$ cat src/sv/fova_pkg.sv
// Shared constants and types for the file offset to virtual address translator.
// No dependencies; every other file imports this package.
`default_nettype none

package fova_pkg;

  localparam int TABLE_DEPTH_DEFAULT = 16;
  localparam int QUEUE_DEPTH = 2;

  localparam int ADDR_W = 64;
  localparam int SEC_W = 32;
  localparam int INDEX_W = 4;
  localparam int OP_W = 2;

  // Operation codes carried by the op field of an input word.
  localparam logic [OP_W-1:0] OP_LOAD = 2'd0;
  localparam logic [OP_W-1:0] OP_TRANSLATE = 2'd1;
  localparam logic [OP_W-1:0] OP_CLEAR = 2'd2;

  // Raw file range of one table entry, kept in flip-flops next to its comparator.
  typedef struct packed {
    logic [SEC_W-1:0] raw_size;
    logic [SEC_W-1:0] raw_offset;
  } lane_t;

  // Back pressure seen by the front end.
  typedef struct packed {
    logic queue_full;
    logic back_idle;
  } front_ctl_t;

endpackage

`default_nettype wire

$ cat src/sv/fova_if.sv
// Valid/ready channel interfaces for input words, result words and configuration writes.
// Depends on fova_pkg for field widths.
`default_nettype none

interface fova_item_if import fova_pkg::*; ();
  logic                valid;
  logic                ready;
  logic [OP_W-1:0]     op;
  logic [SEC_W-1:0]    section_rva;
  logic [SEC_W-1:0]    section_raw_size;
  logic [SEC_W-1:0]    section_raw_offset;
  logic [ADDR_W-1:0]   query_offset;

  modport source (
    output valid, op, section_rva, section_raw_size, section_raw_offset, query_offset,
    input  ready
  );
  modport sink (
    input  valid, op, section_rva, section_raw_size, section_raw_offset, query_offset,
    output ready
  );
endinterface

interface fova_result_if import fova_pkg::*; ();
  logic                valid;
  logic                ready;
  logic [ADDR_W-1:0]   virtual_address;
  logic [INDEX_W-1:0]  section_index;
  logic                last;

  modport source (output valid, virtual_address, section_index, last, input ready);
  modport sink   (input valid, virtual_address, section_index, last, output ready);
endinterface

interface fova_cfg_if import fova_pkg::*; ();
  logic                valid;
  logic                ready;
  logic [ADDR_W-1:0]   data;

  modport source (output valid, data, input ready);
  modport sink   (input valid, data, output ready);
endinterface

`default_nettype wire

$ cat src/sv/fova_front.sv
// Front end: image base register, section range lanes, entry count and match detection.
// Depends on fova_pkg and the channel interfaces in fova_if.sv.
`default_nettype none

module fova_front import fova_pkg::*; #(
  parameter int TABLE_DEPTH = TABLE_DEPTH_DEFAULT,
  parameter int IDX_W = (TABLE_DEPTH > 1) ? $clog2(TABLE_DEPTH) : 1
) (
  input  wire logic                   clk,
  input  wire logic                   rst,
  fova_item_if.sink                   item,
  fova_cfg_if.sink                    cfg,
  input  wire front_ctl_t             ctl,
  output logic                        push_valid,
  output logic [ADDR_W-1:0]           push_query,
  output logic [TABLE_DEPTH-1:0]      push_mask,
  output logic                        wr_en,
  output logic [IDX_W-1:0]            wr_addr,
  output logic [ADDR_W-1:0]           wr_delta
);

  localparam int CNT_W = $clog2(TABLE_DEPTH + 1);

  logic [ADDR_W-1:0]    image_base;
  lane_t                lane [TABLE_DEPTH];
  logic [CNT_W-1:0]     entry_count;
  logic                 accept;
  logic                 table_full;
  logic                 do_load;
  logic [TABLE_DEPTH-1:0] hit;

  assign cfg.ready = 1'b1;

  always_ff @(posedge clk) begin
    if (rst) begin
      image_base <= '0;
    end else if (cfg.valid) begin
      image_base <= cfg.data;
    end
  end

  // Loads and clears rewrite entries that queued queries may still point at,
  // so they wait until the back end has drained.
  always_comb begin
    case (item.op)
      OP_LOAD:      item.ready = ctl.back_idle;
      OP_CLEAR:     item.ready = ctl.back_idle;
      OP_TRANSLATE: item.ready = !ctl.queue_full;
      default:      item.ready = 1'b1;
    endcase
  end

  assign accept = item.valid && item.ready;
  assign table_full = (entry_count == CNT_W'(TABLE_DEPTH));
  assign do_load = accept && (item.op == OP_LOAD) && !table_full;

  always_ff @(posedge clk) begin
    if (rst) begin
      entry_count <= '0;
    end else if (accept && (item.op == OP_CLEAR)) begin
      entry_count <= '0;
    end else if (do_load) begin
      entry_count <= entry_count + CNT_W'(1);
    end
  end

  always_ff @(posedge clk) begin
    if (do_load) begin
      lane[entry_count[IDX_W-1:0]] <= '{raw_size: item.section_raw_size,
                                         raw_offset: item.section_raw_offset};
    end
  end

  // One comparator per entry; the end of a range needs 33 bits.
  always_comb begin
    logic [SEC_W:0] lane_end;
    for (int i = 0; i < TABLE_DEPTH; i++) begin
      lane_end = {1'b0, lane[i].raw_offset} + {1'b0, lane[i].raw_size};
      hit[i] = (CNT_W'(i) < entry_count)
            && (item.query_offset >= ADDR_W'(lane[i].raw_offset))
            && (item.query_offset < ADDR_W'(lane_end));
    end
  end

  // A query without any match produces no word and is dropped here.
  assign push_valid = accept && (item.op == OP_TRANSLATE) && (|hit);
  assign push_query = item.query_offset;
  assign push_mask = hit;

  // The back end stores mapped address minus raw offset, so a translation is one add.
  assign wr_en = do_load;
  assign wr_addr = entry_count[IDX_W-1:0];
  assign wr_delta = image_base + ADDR_W'(item.section_rva) - ADDR_W'(item.section_raw_offset);

endmodule

`default_nettype wire

$ cat src/sv/fova_queue.sv
// Short first-in first-out queue carrying query words from the front end to the back end.
// Depends on fova_pkg for its depth.
`default_nettype none

module fova_queue import fova_pkg::*; #(
  parameter int W = ADDR_W + TABLE_DEPTH_DEFAULT
) (
  input  wire logic         clk,
  input  wire logic         rst,
  input  wire logic         push,
  input  wire logic [W-1:0] push_data,
  output logic              full,
  input  wire logic         pop,
  output logic [W-1:0]      pop_data,
  output logic              empty
);

  localparam int PTR_W = (QUEUE_DEPTH > 1) ? $clog2(QUEUE_DEPTH) : 1;
  localparam int CNT_W = $clog2(QUEUE_DEPTH + 1);

  logic [W-1:0]     storage [QUEUE_DEPTH];
  logic [PTR_W-1:0] wr_ptr;
  logic [PTR_W-1:0] rd_ptr;
  logic [CNT_W-1:0] fill;

  assign full = (fill == CNT_W'(QUEUE_DEPTH));
  assign empty = (fill == '0);
  assign pop_data = storage[rd_ptr];

  always_ff @(posedge clk) begin
    if (rst) begin
      wr_ptr <= '0;
      rd_ptr <= '0;
      fill <= '0;
    end else begin
      if (push) begin
        wr_ptr <= (wr_ptr == PTR_W'(QUEUE_DEPTH - 1)) ? '0 : wr_ptr + PTR_W'(1);
      end
      if (pop) begin
        rd_ptr <= (rd_ptr == PTR_W'(QUEUE_DEPTH - 1)) ? '0 : rd_ptr + PTR_W'(1);
      end
      if (push && !pop) begin
        fill <= fill + CNT_W'(1);
      end else if (pop && !push) begin
        fill <= fill - CNT_W'(1);
      end
    end
  end

  always_ff @(posedge clk) begin
    if (push) begin
      storage[wr_ptr] <= push_data;
    end
  end

endmodule

`default_nettype wire

$ cat src/sv/fova_back.sv
// Back end: walks the match mask of one query, reads the address delta memory and
// drives the result register. Depends on fova_pkg and fova_if.sv.
`default_nettype none

module fova_back import fova_pkg::*; #(
  parameter int TABLE_DEPTH = TABLE_DEPTH_DEFAULT,
  parameter int IDX_W = (TABLE_DEPTH > 1) ? $clog2(TABLE_DEPTH) : 1,
  parameter int QW = ADDR_W + TABLE_DEPTH
) (
  input  wire logic                clk,
  input  wire logic                rst,
  input  wire logic                q_empty,
  input  wire logic [QW-1:0]       q_data,
  output logic                     q_pop,
  output logic                     busy,
  input  wire logic                wr_en,
  input  wire logic [IDX_W-1:0]    wr_addr,
  input  wire logic [ADDR_W-1:0]   wr_delta,
  fova_result_if.source            result
);

  logic [ADDR_W-1:0]      delta_mem [TABLE_DEPTH];
  logic [ADDR_W-1:0]      work_query;
  logic [TABLE_DEPTH-1:0] work_mask;
  logic [TABLE_DEPTH-1:0] mask_rest;
  logic [IDX_W-1:0]       sel;
  logic                   s1_adv;
  logic                   out_adv;
  logic                   s2_valid;
  logic [ADDR_W-1:0]      s2_query;
  logic [ADDR_W-1:0]      s2_delta;
  logic [IDX_W-1:0]       s2_index;
  logic                   s2_last;

  always_ff @(posedge clk) begin
    if (wr_en) begin
      delta_mem[wr_addr] <= wr_delta;
    end
  end

  // Lowest set bit is the next match in table order.
  always_comb begin
    sel = '0;
    for (int i = TABLE_DEPTH - 1; i >= 0; i--) begin
      if (work_mask[i]) begin
        sel = IDX_W'(i);
      end
    end
  end

  assign mask_rest = work_mask & (work_mask - TABLE_DEPTH'(1));
  assign busy = (work_mask != '0);

  assign out_adv = s2_valid && (!result.valid || result.ready);
  assign s1_adv = busy && (!s2_valid || out_adv);
  assign q_pop = !q_empty && (!busy || (s1_adv && (mask_rest == '0)));

  always_ff @(posedge clk) begin
    if (rst) begin
      work_mask <= '0;
      s2_valid <= 1'b0;
      result.valid <= 1'b0;
    end else begin
      if (q_pop) begin
        work_mask <= q_data[TABLE_DEPTH-1:0];
      end else if (s1_adv) begin
        work_mask <= mask_rest;
      end
      if (s1_adv) begin
        s2_valid <= 1'b1;
      end else if (out_adv) begin
        s2_valid <= 1'b0;
      end
      if (out_adv) begin
        result.valid <= 1'b1;
      end else if (result.ready) begin
        result.valid <= 1'b0;
      end
    end
  end

  always_ff @(posedge clk) begin
    if (q_pop) begin
      work_query <= q_data[QW-1:TABLE_DEPTH];
    end
    if (s1_adv) begin
      s2_query <= work_query;
      s2_index <= sel;
      s2_last <= (mask_rest == '0);
      s2_delta <= delta_mem[sel];
    end
    if (out_adv) begin
      result.virtual_address <= s2_query + s2_delta;
      result.section_index <= INDEX_W'(s2_index);
      result.last <= s2_last;
    end
  end

endmodule

`default_nettype wire

$ cat src/sv/file_offset_to_virtual_address.sv
// Top level of the file offset to virtual address translator.
// Depends on fova_pkg, fova_if.sv, fova_front, fova_queue and fova_back.
//
// Usage. The item channel carries one word per operation: load a section
// (relative address, raw size, raw file offset), translate a file offset, or
// clear the table. The cfg channel writes the image base; it is always ready and
// should only be written while the block is idle. The result channel returns
// one word per section whose raw range holds the queried offset, in table
// order, with last set on the final word of that query.
//
// Timing. A load or clear is taken only once no earlier query waits in the
// queue or is being walked. A translate is taken while the two-word query
// queue has room; all entries are compared in the cycle it is taken. Its first
// result passes the queue, work mask, stage-two and result registers; further
// matches follow one per cycle while the receiver is ready, set by the single
// read port of the address delta memory. A query with no match yields no word.
//
// Reset clears the entry count, the image base, the queue and all valid flags;
// the table itself needs no clearing pass. When the receiver stalls, the result
// register holds its word, the back end stops, the queue fills, and then the
// item channel drops ready for translates and for loads or clears alike.
`default_nettype none

module file_offset_to_virtual_address import fova_pkg::*; #(
  parameter int TABLE_DEPTH = TABLE_DEPTH_DEFAULT
) (
  input  wire logic       clk,
  input  wire logic       rst,
  fova_item_if.sink       item,
  fova_cfg_if.sink        cfg,
  fova_result_if.source   result
);

  localparam int IDX_W = (TABLE_DEPTH > 1) ? $clog2(TABLE_DEPTH) : 1;
  localparam int QW = ADDR_W + TABLE_DEPTH;

  front_ctl_t              ctl;
  logic                    push_valid;
  logic [ADDR_W-1:0]       push_query;
  logic [TABLE_DEPTH-1:0]  push_mask;
  logic                    wr_en;
  logic [IDX_W-1:0]        wr_addr;
  logic [ADDR_W-1:0]       wr_delta;
  logic                    q_full;
  logic                    q_empty;
  logic                    q_pop;
  logic [QW-1:0]           q_data;
  logic                    back_busy;

  // The back end is idle only when no query waits in the queue or is being walked.
  assign ctl.queue_full = q_full;
  assign ctl.back_idle = q_empty && !back_busy;

  fova_front #(
    .TABLE_DEPTH (TABLE_DEPTH),
    .IDX_W       (IDX_W)
  ) u_front (
    .clk        (clk),
    .rst        (rst),
    .item       (item),
    .cfg        (cfg),
    .ctl        (ctl),
    .push_valid (push_valid),
    .push_query (push_query),
    .push_mask  (push_mask),
    .wr_en      (wr_en),
    .wr_addr    (wr_addr),
    .wr_delta   (wr_delta)
  );

  fova_queue #(
    .W (QW)
  ) u_queue (
    .clk       (clk),
    .rst       (rst),
    .push      (push_valid),
    .push_data ({push_query, push_mask}),
    .full      (q_full),
    .pop       (q_pop),
    .pop_data  (q_data),
    .empty     (q_empty)
  );

  fova_back #(
    .TABLE_DEPTH (TABLE_DEPTH),
    .IDX_W       (IDX_W),
    .QW          (QW)
  ) u_back (
    .clk      (clk),
    .rst      (rst),
    .q_empty  (q_empty),
    .q_data   (q_data),
    .q_pop    (q_pop),
    .busy     (back_busy),
    .wr_en    (wr_en),
    .wr_addr  (wr_addr),
    .wr_delta (wr_delta),
    .result   (result)
  );

  // A table write must never overlap a query that is still in flight.
  assert property (@(posedge clk) disable iff (rst)
    wr_en |-> (q_empty && !back_busy))
    else $error("table written while a query is in flight");

  // A query is only pushed when the queue has room.
  assert property (@(posedge clk) disable iff (rst)
    push_valid |-> !q_full)
    else $error("query pushed into a full queue");

  // No result word may be presented right after reset.
  assert property (@(posedge clk)
    $past(rst) |-> !result.valid)
    else $error("result valid right after reset");

  // The queue is never popped while empty.
  assert property (@(posedge clk) disable iff (rst)
    q_pop |-> !q_empty)
    else $error("query queue popped while empty");

endmodule

`default_nettype wire

$ cat src/flat_wrapper.sv
// flat-port wrapper written by rule: the top's interface ports become plain ports
module file_offset_to_virtual_address_flat import fova_pkg::*;
#(
  parameter int TABLE_DEPTH = TABLE_DEPTH_DEFAULT
)
  (clk, rst, item_valid, item_op, item_section_rva, item_section_raw_size, item_section_raw_offset, item_query_offset, item_ready, cfg_valid, cfg_data, cfg_ready, result_valid, result_virtual_address, result_section_index, result_last, result_ready);
  fova_item_if item_i ();
  fova_cfg_if cfg_i ();
  fova_result_if result_i ();
  input  wire logic clk;
  input  wire logic rst;
  input wire logic [$bits(item_i.valid)-1:0] item_valid;
  input wire logic [$bits(item_i.op)-1:0] item_op;
  input wire logic [$bits(item_i.section_rva)-1:0] item_section_rva;
  input wire logic [$bits(item_i.section_raw_size)-1:0] item_section_raw_size;
  input wire logic [$bits(item_i.section_raw_offset)-1:0] item_section_raw_offset;
  input wire logic [$bits(item_i.query_offset)-1:0] item_query_offset;
  output wire logic [$bits(item_i.ready)-1:0] item_ready;
  input wire logic [$bits(cfg_i.valid)-1:0] cfg_valid;
  input wire logic [$bits(cfg_i.data)-1:0] cfg_data;
  output wire logic [$bits(cfg_i.ready)-1:0] cfg_ready;
  output wire logic [$bits(result_i.valid)-1:0] result_valid;
  output wire logic [$bits(result_i.virtual_address)-1:0] result_virtual_address;
  output wire logic [$bits(result_i.section_index)-1:0] result_section_index;
  output wire logic [$bits(result_i.last)-1:0] result_last;
  input wire logic [$bits(result_i.ready)-1:0] result_ready;
  assign item_i.valid = item_valid;
  assign item_i.op = item_op;
  assign item_i.section_rva = item_section_rva;
  assign item_i.section_raw_size = item_section_raw_size;
  assign item_i.section_raw_offset = item_section_raw_offset;
  assign item_i.query_offset = item_query_offset;
  assign item_ready = item_i.ready;
  assign cfg_i.valid = cfg_valid;
  assign cfg_i.data = cfg_data;
  assign cfg_ready = cfg_i.ready;
  assign result_valid = result_i.valid;
  assign result_virtual_address = result_i.virtual_address;
  assign result_section_index = result_i.section_index;
  assign result_last = result_i.last;
  assign result_i.ready = result_ready;
  file_offset_to_virtual_address #(.TABLE_DEPTH(TABLE_DEPTH)) u_core (.clk(clk), .rst(rst), .item(item_i), .cfg(cfg_i), .result(result_i));
endmodule
$ cat config.mk
export PLATFORM = sky130hd
export DESIGN_NAME = file_offset_to_virtual_address_flat
export DESIGN_NICKNAME = d
export VERILOG_FILES = /design/src/sv/fova_pkg.sv /design/src/sv/fova_if.sv /design/src/sv/fova_front.sv /design/src/sv/fova_queue.sv /design/src/sv/fova_back.sv /design/src/sv/file_offset_to_virtual_address.sv /design/src/flat_wrapper.sv
export SDC_FILE = /design/constraint.sdc
export NUM_CORES = 2
export LEC_CHECK = 0
export BUFFER_PORTS_ARGS = -buffer_cell sky130_fd_sc_hd__buf_2
export CORE_AREA = 2 2 467 469
export CTS_BUF_LIST = sky130_fd_sc_hd__clkbuf_8
export DETAILED_ROUTE_END_ITERATION = 8
export DIE_AREA = 0 0 469 471
export MAX_ROUTING_LAYER = met4
export PLACE_DENSITY = 0.83
export RECOVER_POWER = 50
export SYNTH_ARGS = -nofsm -noshare
export SYNTH_HDL_FRONTEND = slang
export SYNTH_SLANG_ARGS = --single-unit
$ cat constraint.sdc
create_clock -name clk -period 13.5 [get_ports clk]
set_input_delay 0 -clock clk [delete_from_list [all_inputs] [get_ports clk]]
set_output_delay 0 -clock clk [all_outputs]
set_load 0.05 [all_outputs]
**Word level (Yosys, flattened, before mapping)**

Memory sizes are Yosys's and may differ from the RTL's. A register that Yosys moved wholly into a read port is not among the register bits.
Index checks and enable logic that the tools add are counted.
W data, S select, Z words.

- Flip-flop bits (word level): 293
- Bits in latches: 0
- RAM bits: 2208
- Bits in read-only memories: 0
- Input bits: 231
- Memories kept: 3

Memories:

| name | words | bits a word | read ports | clocked after memory_dff | write ports | line | source |
|---|---|---|---|---|---|---|---|
| u_core.u_back.delta_mem | 16 | 64 | 1 | 1 | 1 | fova_back.sv:22 | `logic [ADDR_W-1:0] delta_mem [TABLE_DEPTH];` |
| u_core.u_front.lane | 16 | 64 | 16 | 0 | 1 | fova_front.sv:25 | `lane_t lane [TABLE_DEPTH];` |
| u_core.u_queue.storage | 2 | 80 | 1 | 1 | 1 | fova_queue.sv:21 | `logic [W-1:0] storage [QUEUE_DEPTH];` |

- Add/subtract/negate cells: 25
- Multiply operators: 0
- Divide/modulo/power cells: 0
- Order comparisons: 48
- Equality and inequality tests: 4
- Shifts and indexed selects: 0
- Muxes and demuxes: 33
- Bitwise operators: 1
- Reduce and logical (&&, ||, !) cells: 67

Operators by type and width:

| cell | number |
|---|---|
| $ge A64 B32 Y1 | 16 |
| $lt A64 B33 Y1 | 16 |
| $add A32 B32 Y33 | 16 |
| $add A64 B32 Y64 | 1 |
| $add A64 B64 Y64 | 1 |
| $mux W4 | 16 |
| $sub A64 B32 Y64 | 1 |
| $logic_and A1 B1 Y1 | 45 |
| $lt A4 B5 Y1 const A | 8 |
| $mux W16 | 2 |
| $lt A3 B5 Y1 const A | 4 |
| $and A16 B16 Y16 | 1 |
| $logic_not A16 Y1 | 1 |
| $reduce_bool A16 Y1 | 1 |
| $reduce_or A16 Y1 | 1 |
| $sub A16 B1 Y16 const B | 1 |
| $mux W1 | 12 |
| $lt A1 B5 Y1 const A | 2 |
| $lt A2 B5 Y1 const A | 2 |
| $logic_not A1 Y1 | 8 |
| $reduce_bool A2 Y1 | 4 |
| $add A5 B1 Y5 const B | 1 |
| $eq A5 B5 Y1 const B | 1 |
| $eq A2 B2 Y1 const B | 2 |
| other kinds (9) | 15 |

**Longest topological paths before layout**

- Depth in word-level cells: 16
- Depth in mapped cells: 32

**Cells and area by module**

From an unflattened synthesis, not the netlist that was laid out.

- Cell total of the unflattened synthesis: 11914
- Area total of the unflattened synthesis: 144079.4 um2

Modules (own cells, without submodules):

| module | times used | cells each | area each (um2) | sequential area each (um2) |
|---|---|---|---|---|
| fova_front | 1 | 8190 | 85360.6 | 32130.8 |
| fova_back | 1 | 3452 | 52696.8 | 39097.5 |
| fova_queue | 1 | 271 | 6008.3 | 4904.7 |
| file_offset_to_virtual_address | 1 | 1 | 13.8 | 0.0 |

**Worst setup path after synthesis**

Ideal clock, no wire load.

- Path type: reg2reg
- Start: memory u_core.u_front.lane[9][0] (netlist bit)
- End: memory u_core.u_queue.storage[1][0] (netlist bit), enable pin
- Library setup time: 633 ps
- Data arrival time: 10852 ps
- Data required time: 12867 ps
- Setup slack: 2016 ps
- Cell stages (with the launch flop): 27
- Buffers on the path: 0
- Clock period less this slack: 11484 ps
- Path through: edfxtp_1 ha_1 inv_1 fa_1 nor2b_1 o21ai_0 a21oi_1 o41a_1 o21a_1 a31oi_1 o21ai_0 o41ai_1 o21ai_0 o41ai_1 xor2_1 ha_1 nand4_1 nor2_1 a21oi_1 o211ai_1 a2111oi_0 a311oi_1 nor3_1 or4_1 or4_1 nor4b_2 nor3b_1

RTL lines:

| item | line |
|---|---|
| start: declaration | fova_front.sv:25 |
| end: declaration | fova_queue.sv:21 |

**Worst setup path after layout**

- Start: register u_core.u_back.work_mask[14]
- End: register u_core.u_back.s2_delta[55], read port of u_core.u_back.delta_mem, data pin

- Word-level cells in the longest chain between the ends: 15
- Elaborated cells on any way between the ends: 17
- Classes of those cells: 15 x mux; 2 x reduce/logical

Ends and longest elaborated chain:

| item | line | source |
|---|---|---|
| start: declaration | fova_back.sv:24 | `logic [TABLE_DEPTH-1:0] work_mask;` |
| start signal: assignment | fova_back.sv:65 | `work_mask <= q_data[TABLE_DEPTH-1:0];` |
| start signal: assignment | fova_back.sv:67 | `work_mask <= mask_rest;` |
| $mux W4 (15 in a row) | fova_back.sv:45 | `if (work_mask[i]) begin` |
| end: declaration | fova_back.sv:31 | `logic [ADDR_W-1:0] s2_delta;` |

Several ways; a longest one is shown, not always the timed one.
A chain may end at the register's enable or synchronous reset.

==> reports/metrics.yaml <==
synth_enable_flop_cells: 2474
die_width_um: 469
post_cts.resized_instances: 0
dieHeight_um: 471
row_count: 171
p_leak_nw: 65.1
power_density_over_cell_area_nw_per_um2: 164
syn-mean-instance-area_um2: 12.8
antenna_left: 0
worst_skew_pair.late_latency_ns: 1.19
cp_max_fo: 41
floorplan.initialDensity: 0.657
grt_pass1_vias: 106000
rsz0062_at_grt: "no"
drt_iter0_markers: 13600
pin_count: 303
worst-endpoint-required_ns: 14.13
crit_type: "flop to flop"
grt-ovfl-total: 0
critical_path.max_stage_delay_ns: 2.85
synth.net_count: 13000
cts_sinks: 2566
nNetsFinal: 14200
detailroute.via_count: 105000
drt-pass1-iter-count: 9
num-fill-cells: 13400
gpl_congestion: 1.04
cts-root-to-sink-buffers: 4
ys.flop_type: "edfxtp_1"
number_of_antenna_violations_at_the_first_check_in_global_routing: 53
fmaxAchievable_mhz: 107
setup_ws_ns: 4.19
critPathArrivalTime_ns: 9.94
post_drt_wl_per_cell_um: 29.5
maxCapViolations: 123
finalSetupViolCount: 0
setup-tns-final_ns: 0
violated_checks: "capacitance limit, slew limit"
crit_path_top_delay_cell: "clkbuf_1"
hold_viol_final: 0
cts_tree: "built"
maxSlewHeadroom: -2.25
min_period_over_period: 0.690
post-route-drc-count: 0
synth_sequential_area_ratio: 0.536
postLayoutCoreUtil: 0.741
timing.critical_path.from_type: "flop"
clk_pin_slew_ns: 0.07
maximum_number_of_pins_on_one_net_before_global_route_repair: 153
root_buffer: "clkbuf_8"
final.hold.worst_slack_ns: 0.116
cp-end-kind: "flop"
timing.final.max_slew_violations: 2992
grt_first_pass_wirelength_um: 658000
postSynthRegisterBits: 2566
input_output_buffers: 301
syn-cell-area_um2: 142000
layout-drive-gt1-share: 0.0895
run_status: "finished with violations"
finalClockSkew_ns: 0.127
global_route.usage.total: 0.421
crit_top_cell: "clkbuf_1"
cells_after_synth: 11100
area_delta_synth_final_pct: 12.7
yosys_warnings: 0
post_dp_hpwl_um: 288000
critical_path.n_buffers_inverters: 2
cts-htree-levels: 5
most_common_library_cell_in_the_layout_ignoring_fill_and_taps: "edfxtp_1"
synth-async-reset-ratio: 0
critical_path.top_delay_family: "buffers and inverters"
synthDistinctLibCells: 87
ir_worst_vdd_mv: 0.402
routed_wl_um: 456000
pre_cts_ws_ns: 4.71
die_area_um2: 221000
core_area_um2: 216000
hold_class: "input pin to flop"
cts_made_buffers: 419
timing.critical_path.cells: "nor2_1, nor3_1, o31ai_1, a21boi_0, o31a_1, clkbuf_1, nor3b_1, clkbuf_1, a221oi_1"
drt-vias-per-instance: 6.78
most_used_cells_in_the_layout_excluding_fill_and_tap_cells: "edfxtp_1, ha_1, inv_1"
timing.final.crit_period_ns: 9.31
worst-slew-pin-transition_ns: 4.87
final timing paths:
| path | start | to | slack, ns | depth (start not counted) |
|---|---|---|---|---|
| max | u_core.u_back.work_mask[14] | u_core.u_back.s2_delta[55] | 4.19 | 9 |
| min | item_op[1] | u_core.u_front.entry_count[1] | 0.12 | 4 |
| max reg2reg | u_core.u_back.work_mask[14] | u_core.u_back.s2_delta[55] | 4.19 | 9 |
| min reg2reg | u_core.u_back.work_query[29] | u_core.u_back.s2_query[29] | 0.36 | 0 |
cells by family after synthesis:
logic type | Yosys count | share of synthesized area
buffers and inverters | 1055 | 0.0280
AOI/OAI and AO/OA | 2685 | 0.122
muxes | 531 | 0.0556
other | 1 | 0.0000264
DFF | 2566 | 0.536
and+or+nand+nor | 1961 | 0.0699
xor gates and xnor gates | 553 | 0.0341
adders and majority gates | 1720 | 0.154
worst reg2reg max path, stage by stage (launching register included):
cell	delay [ns]
dfxtp_1	0.44
nor2_1	0.07
nor3_1	0.14
o31ai_1	0.08
a21boi_0	0.19
o31a_1	1.52
clkbuf_1	2.88
nor3b_1	0.44
clkbuf_1	2.09
a221oi_1	0.91
repair_timing:
item | in CTS | in global routing
setup buffers | 0 | 0
setup endpoints to repair | 0 | 0
hold buffers | 483 | 0
hold endpoints to repair | 1433 | 0
where the power goes:
part           internal (mW)  leakage, nW  switching, mW  total (mW)
Combinational           3.41         37.8           6.02        9.44
Sequential              10.1         23.0          0.235        10.4
Clock                   3.30         4.39           3.19        6.48
Total                   16.8         65.1           9.45        26.3
final cells by class:
class                   instances  area [um2]  share of cell area
multi-input cells            7451       62100               0.388
inverters                     887        3330              0.0208
flip-flops and latches       2566       76100               0.476
diodes                         45         113            0.000704
clock buffers                 434        5970              0.0373
well taps                    2854        3570              0.0223
repair buffers                955        7080              0.0443
clock inverters               300        1720              0.0108
synth_stat cells, types with 111 or more instances:
| cell type | number | area [um2] |
|---|---|---|
| edfxtp_1 | 2474 | 74300 |
| ha_1 | 1668 | 20900 |
| inv_1 | 887 | 3330 |
| a21oi_1 | 781 | 3910 |
| a21o_1 | 533 | 4000 |
| nor2_1 | 504 | 1890 |
| o21ai_0 | 474 | 2370 |
| nand2_1 | 376 | 1410 |
| xnor2_1 | 289 | 2530 |
| xor2_1 | 264 | 2310 |
| mux2i_1 | 194 | 1940 |
| mux4_2 | 192 | 4320 |
| nand4_1 | 186 | 1160 |
| nor2b_1 | 167 | 1040 |
| nand3_1 | 161 | 806 |
| nand2b_1 | 150 | 938 |
| mux2_2 | 145 | 1630 |
| clkbuf_1 | 129 | 484 |
| o21a_1 | 111 | 833 |
layer usage:
metal,GRT usage,share of wire,up-vias
li1,-,-,44900
met1,0.490,0.34,50600
met2,0.645,0.46,7379
met3,0.0923,0.11,2074
met4,0.304,0.088,0
met5,-,0,-
flip-flops by register name, indices dropped and copies added (netlist names), 2 cells and up, named ones only:
register,flops
u_core.u_back.work_query,64
u_core.u_back.s2_delta,64
u_core.u_front.lane,1024
u_core.u_queue.storage,160
u_core.u_back.s2_index,4
u_core.u_back.result.section_index,4
u_core.u_back.s2_query,64
u_core.u_back.delta_mem,1024
u_core.u_back.work_mask,16
u_core.u_front.entry_count,5
u_core.u_front.image_base,64
u_core.u_back.result.virtual_address,64
u_core.u_queue.fill,2
per-stage QoR:
stage / std cells / total power, mW / instance area, um2
6_report: 15500 / 26.3 / 160000
5_1_grt: 15500 / 27.1 / 160000
4_1_cts: 15400 / 25.7 / 161000
3_5_place_dp: 14200 / 19.3 / 148000
3_3_place_gp: 14200 / 19.0 / 148000
2_1_floorplan: 11100 / 16.2 / 142000
Note: power is estimated with default switching activity, not from simulation.
